`src/sv/scht_pkg.sv`:
```
// Shared types, constants and helpers for the segment/capsule hit test.
package scht_pkg;

    localparam int COORD_BITS = 24;
    localparam int FRAC_BITS  = 12;
    localparam int SP_BITS    = 24;
    localparam int DIFF_W     = COORD_BITS + 1;
    localparam int RADIUS_W   = 23;
    localparam int DIST_W     = 48;
    localparam int DIST_LSB   = 2 * SP_BITS;

    // Datapath width: holds products of two dot products and the distance sum.
    localparam int WIDE_A     = 4 * COORD_BITS + 8;
    localparam int WIDE_B     = 2 * COORD_BITS + 54;
    localparam int WIDE_AB    = (WIDE_A > WIDE_B) ? WIDE_A : WIDE_B;
    localparam int WIDE_W     = (WIDE_AB > DIST_LSB + DIST_W) ? WIDE_AB : DIST_LSB + DIST_W;

    localparam int EPS_LEN    = (1 << (2 * FRAC_BITS)) / 10000;
    localparam int SP_CNT_W   = $clog2(SP_BITS + 1);
    localparam int MUL_DIGIT  = 4;

    typedef logic signed [COORD_BITS-1:0] coord_t;
    typedef logic signed [DIFF_W-1:0]     diff_t;
    typedef logic signed [WIDE_W-1:0]     wide_t;
    typedef logic [SP_BITS:0]             sp_t;
    typedef logic [RADIUS_W-1:0]          radius_t;

    localparam sp_t   SP_ONE   = sp_t'(1) << SP_BITS;
    localparam wide_t EPS_WIDE = wide_t'(EPS_LEN);
    localparam wide_t DEN_EPS  = wide_t'(EPS_LEN) << (2 * FRAC_BITS);

    typedef struct packed {
        coord_t line_start_x;
        coord_t line_start_y;
        coord_t line_start_z;
        coord_t line_end_x;
        coord_t line_end_y;
        coord_t line_end_z;
        coord_t capsule_bottom_x;
        coord_t capsule_bottom_y;
        coord_t capsule_bottom_z;
        coord_t capsule_top_x;
        coord_t capsule_top_y;
        coord_t capsule_top_z;
    } in_item_t;

    typedef struct packed {
        logic              hit;
        logic [DIST_W-1:0] distance_squared;
    } out_item_t;

    // Direction vectors and start offset of one request, as queued.
    typedef struct packed {
        diff_t [2:0] d1;
        diff_t [2:0] d2;
        diff_t [2:0] r;
    } entry_t;

    typedef enum logic [4:0] {
        ST_IDLE,
        ST_DOT,
        ST_CLASS,
        ST_AE,
        ST_BB,
        ST_DEN,
        ST_BF,
        ST_CE,
        ST_DIVS0,
        ST_BS,
        ST_TSEL,
        ST_DIVS,
        ST_DIVT,
        ST_DD1,
        ST_DD2,
        ST_DDSQ,
        ST_RAD,
        ST_OUT
    } back_state_t;

    function automatic diff_t coord_diff(coord_t p, coord_t q);
        return diff_t'(q) - diff_t'(p);
    endfunction

endpackage

```
`src/sv/scht_mul.sv`:
```
// Shared signed multiplier, four multiplier bits per cycle, registered product.
module scht_mul
    import scht_pkg::*;
(
    input  logic  clk,
    input  logic  rst_n,
    input  logic  start,
    input  wide_t x,
    input  wide_t y,
    output logic  done,
    output wide_t prod
);

    logic [WIDE_W-1:0] mx_reg;
    logic [WIDE_W-1:0] my_reg;
    logic [WIDE_W-1:0] acc_reg;
    logic              neg_reg;
    logic              busy_reg;
    logic              done_reg;
    wide_t             prod_reg;
    logic [WIDE_W-1:0] pp;

    assign done = done_reg;
    assign prod = prod_reg;
    assign pp   = mx_reg * WIDE_W'(my_reg[MUL_DIGIT-1:0]);

    always_ff @(posedge clk or negedge rst_n)
    begin
        if (!rst_n)
        begin
            busy_reg <= 1'b0;
            done_reg <= 1'b0;
        end
        else
        begin
            done_reg <= 1'b0;
            if (start)
            begin
                busy_reg <= 1'b1;
            end
            else if (busy_reg && (my_reg == '0))
            begin
                busy_reg <= 1'b0;
                done_reg <= 1'b1;
            end
        end
    end

    always_ff @(posedge clk)
    begin
        if (start)
        begin
            mx_reg  <= x[WIDE_W-1] ? WIDE_W'(-x) : WIDE_W'(x);
            my_reg  <= y[WIDE_W-1] ? WIDE_W'(-y) : WIDE_W'(y);
            neg_reg <= x[WIDE_W-1] ^ y[WIDE_W-1];
            acc_reg <= '0;
        end
        else if (busy_reg)
        begin
            if (my_reg == '0)
            begin
                prod_reg <= neg_reg ? -$signed(acc_reg) : $signed(acc_reg);
            end
            else
            begin
                acc_reg <= acc_reg + pp;
                mx_reg  <= mx_reg << MUL_DIGIT;
                my_reg  <= my_reg >> MUL_DIGIT;
            end
        end
    end

endmodule

```
`config.mk`:
```
export PLATFORM = sky130hd
export DESIGN_NAME = scht_mul
export DESIGN_NICKNAME = d
export VERILOG_FILES = /design/src/sv/scht_pkg.sv /design/src/sv/scht_mul.sv
export SDC_FILE = /design/constraint.sdc
export NUM_CORES = 2
export LEC_CHECK = 0
export BUFFER_PORTS_ARGS = -buffer_cell sky130_fd_sc_hd__buf_4
export CORE_AREA = 2 2 271 299
export CTS_BUF_LIST = sky130_fd_sc_hd__clkbuf_4
export DETAILED_ROUTE_END_ITERATION = 10
export DIE_AREA = 0 0 273 301
export PLACE_DENSITY = 0.75
export RECOVER_POWER = 25
export SETUP_SLACK_MARGIN = 0.4
export SLEW_MARGIN = 10
export SYNTH_ARGS = -nofsm -noshare
export SYNTH_HDL_FRONTEND = slang
export SYNTH_SLANG_ARGS = --single-unit
```
`constraint.sdc`:
```
create_clock -name clk -period 29.9 [get_ports clk]
set_clock_uncertainty 0.05 [all_clocks]
set_input_delay 5.98 -clock clk [delete_from_list [all_inputs] [get_ports clk]]
set_output_delay 5.98 -clock clk [all_outputs]
set_load 0.01 [all_outputs]
```
==> flow_summary.toml <==
[outcome]
status = "finished with violations"
violations = "capacitance limit, slew limit"

[clocking]
h-tree-depth = 3
cts.repair.resized = 0
cts_setup_buffers = 0
clk_pin_slew_ns = 0.06
cts_num_sinks = 419
cts_inserted_buffers = 112
clock_latency_ns = 0.93
root_buffer = "clkbuf_4"
cts_hold_buffers = 0
cts_tree = "done"
clockBufferDepth = 3

[power_and_ir_drop]
power.share.clock = 0.094
seq_power_share = 0.159
vdd_drop_max_mv = 0.06452
powerDensity_nw_per_um2 = 130.3
power.internal_w = 0.002684
p_leak_nw = 18.25
p_sw_w = 0.003019
swShare = 0.5294
total_power_w = 0.005703
power_frac_comb = 0.747

[yosys]
synth_top_area_share = 0.2393
synth_top_area_cell = "edfxtp_1"
netlist_area_sq_um = 39280
yosys-top-cells-area = "edfxtp_1 (24%), fa_1 (15%), and2_1 (6.2%)"
avgSynthCellArea_sq_um = 8.784
syn_nets = 5094
synth_seq_cells = 419
yosys_most_used_dff = "edfxtp_1"
synth_warnings = 0
yosysUniqueCellTypes = 77
synthTopCellsByCount = "inv_1 (487), a21oi_1 (403), nand2_1 (402)"
synth.most_common_cell = "inv_1"
ys_seq_area_frac = 0.2936
syn-instance-count = 4471
synth_edf_count = 313
synthArstFlopShare = 0.004773

[setup_path]
slowest_stage = "clkinvlp_2"
r2r_setup_slack_ns = 20.33
cpPeakStageDelay_ns = 3.01
cp_cell_sequence = "clkbuf_1 -> nor2_1 -> clkbuf_1 -> clkinvlp_2 -> buf_4 -> buf_4"
r2r_end = "my_reg[14]"
crit_path_start_kind = "input port"
r2r_cells = 12
critPathMaxFanout = 86
worstSetupPathType = "input port to flop"
worst_setup_path_end_kind = "flop"
path_delay_family = "buffers and inverters"
crit_buf_inv = 5
arrival_ns = 13.43
required_ns = 30.35
r2r_start = "my_reg[2]"

[sta]
finalSetupTns_ns = 0
fin_crit_ns = 12.98
drv_slew = 414
rsz0062_at_grt = "false"
clock.fmax_mhz = 77.06
setup_viol = 0
fin_ws_ns = 16.92
worstMarginPinSlew_ns = 3.759
slew_headroom = -1.506
hold_viol = 0
post-route-period-util = 0.4340

[grt]
grt_max_degree = 106
grt_pass1_wl_um = 183500
grt_usage = 0.2839
grt_pass1_vias = 32370
antenna_found_initial = 13
grt.overflow.total = 0

[placement]
gp_congestion = 0.9611
hpwl_um = 93100
port_buffers = 315
pre_cts_ws_ns = 19.84

[route]
vias = 33100
remaining_drc_errors = 0
topRoutingLayerUsed = "met5"
dr.pass1.iters = 5
m1WireLength_um = 53540
ant_nets = 0
routed-wl-met2_um = 50240
dr.first_iter.drc_count = 2912
viasPerCell = 5.667
wl_met3_um = 9328
routedWlPerCell_um = 19.98
wl_um = 116700

[die]
fp.dieArea_sq_um = 82170
start_util = 0.4977
coreArea_sq_um = 78920
die_w_um = 273
die_h_um = 301
pin_count = 316
fp-row-count = 108

[layout]
final_nets = 5329
fill_cells = 7218
drive_above_1_share = 0.1219
multi_input_area_sq_um = 25090
area_growth_pct = 11.42
fin_util = 0.5545
regArea_sq_um = 11530

[worst_hold_path]
min_to = "acc_reg[64]"
min_delay_path_depth = 2
hold_start = "acc_reg[64]"
min_path_type = "flop to flop"

[run]
cap_violations = 6
-- worst max-delay path by stage --
stage               cells past startpoint  slack (ns)          to  startpoint
detailed placement                     11       19.84  my_reg[99]       y[19]
CTS                                    11       20.85  my_reg[99]       y[19]
finish                                  6       16.92  my_reg[14]       start
floorplan                               3       15.20     prod[0]       start
global placement                       11       19.92  my_reg[99]       y[19]
global route                            6       16.50  my_reg[14]       start
-- cells in the final DEF, fill, tap and decap left out, types with 17 or more instances in the layout --
cell,Yosys,final
a21o_1,58,58
a21oi_1,403,403
and2_1,392,391
and3_1,17,17
buf_4,0,329
clkbuf_4,0,162
clkinv_1,0,19
dfxtp_1,104,104
edfxtp_1,313,313
fa_1,302,302
ha_1,110,110
inv_1,487,486
mux2_2,34,34
nand2_1,402,401
nand2b_1,20,20
nand3_1,61,61
nand4_1,67,67
nor2_1,284,284
nor3_1,69,70
nor4_1,58,58
o21a_1,19,19
o21ai_0,187,187
o21bai_1,28,28
o31ai_1,101,101
o41ai_1,40,41
or2_2,22,22
or3_1,55,55
or4_1,55,55
xnor2_1,177,177
xor2_1,207,207
-- layer usage --
| metal | GRT usage | up-vias |
|---|---|---|
| met1 | 0.4154 | 15770 |
| li1 | - | 15820 |
| met2 | 0.4186 | 1300 |
| met3 | 0.05654 | 198 |
| met5 | 0 | - |
| met4 | 0.09823 | 16 |
-- tightest hold or removal path, delay by kind of cell, from the launching register on --
kind            cells  cell delay (ns)
flops               1             0.31
compound gates      1             0.05
simple gates        1             0.05
-- cells by family after synthesis --
| group | synth area share |
|---|---|
| buf+inv | 0.06725 |
| simple gates | 0.2067 |
| mux | 0.01077 |
| flops | 0.2936 |
| xor+xnor | 0.08563 |
| compound gates | 0.1471 |
| fa+ha+maj | 0.1890 |
-- stage by stage --
step | area, sq um | cells | hold WS [ns]
final | 43760 | 5840 | 0.4063
after global placement | 42320 | 5637 | 0.3968
after floorplan | 39280 | 4471 | 0.3894
after CTS | 43810 | 5836 | 0.4115
after global routing | 43760 | 5840 | 0.4391
after detailed placement | 42320 | 5637 | 0.4040
-- power by group through the flow --
stage          combinational, W  sequential [W]  clock [W]
2_1_floorplan           0.00314        0.000860          0
3_3_place_gp            0.00407        0.000907          0
3_5_place_dp            0.00413        0.000913          0
4_1_cts                 0.00416        0.000900   0.000546
5_1_grt                 0.00474        0.000922   0.000577
6_report                0.00426        0.000906   0.000535
-- final cells by class --
cell class / instances / share of cell area
multi-input cells: 3349 / 0.5734
flip-flops and latches: 419 / 0.2635
repair buffers: 337 / 0.05713
inverters: 487 / 0.04180
well taps: 1045 / 0.02988
clock buffers: 162 / 0.02779
clock inverters: 37 / 0.006233
diodes: 4 / 0.0002287
Power figures use the tool's default switching activity.
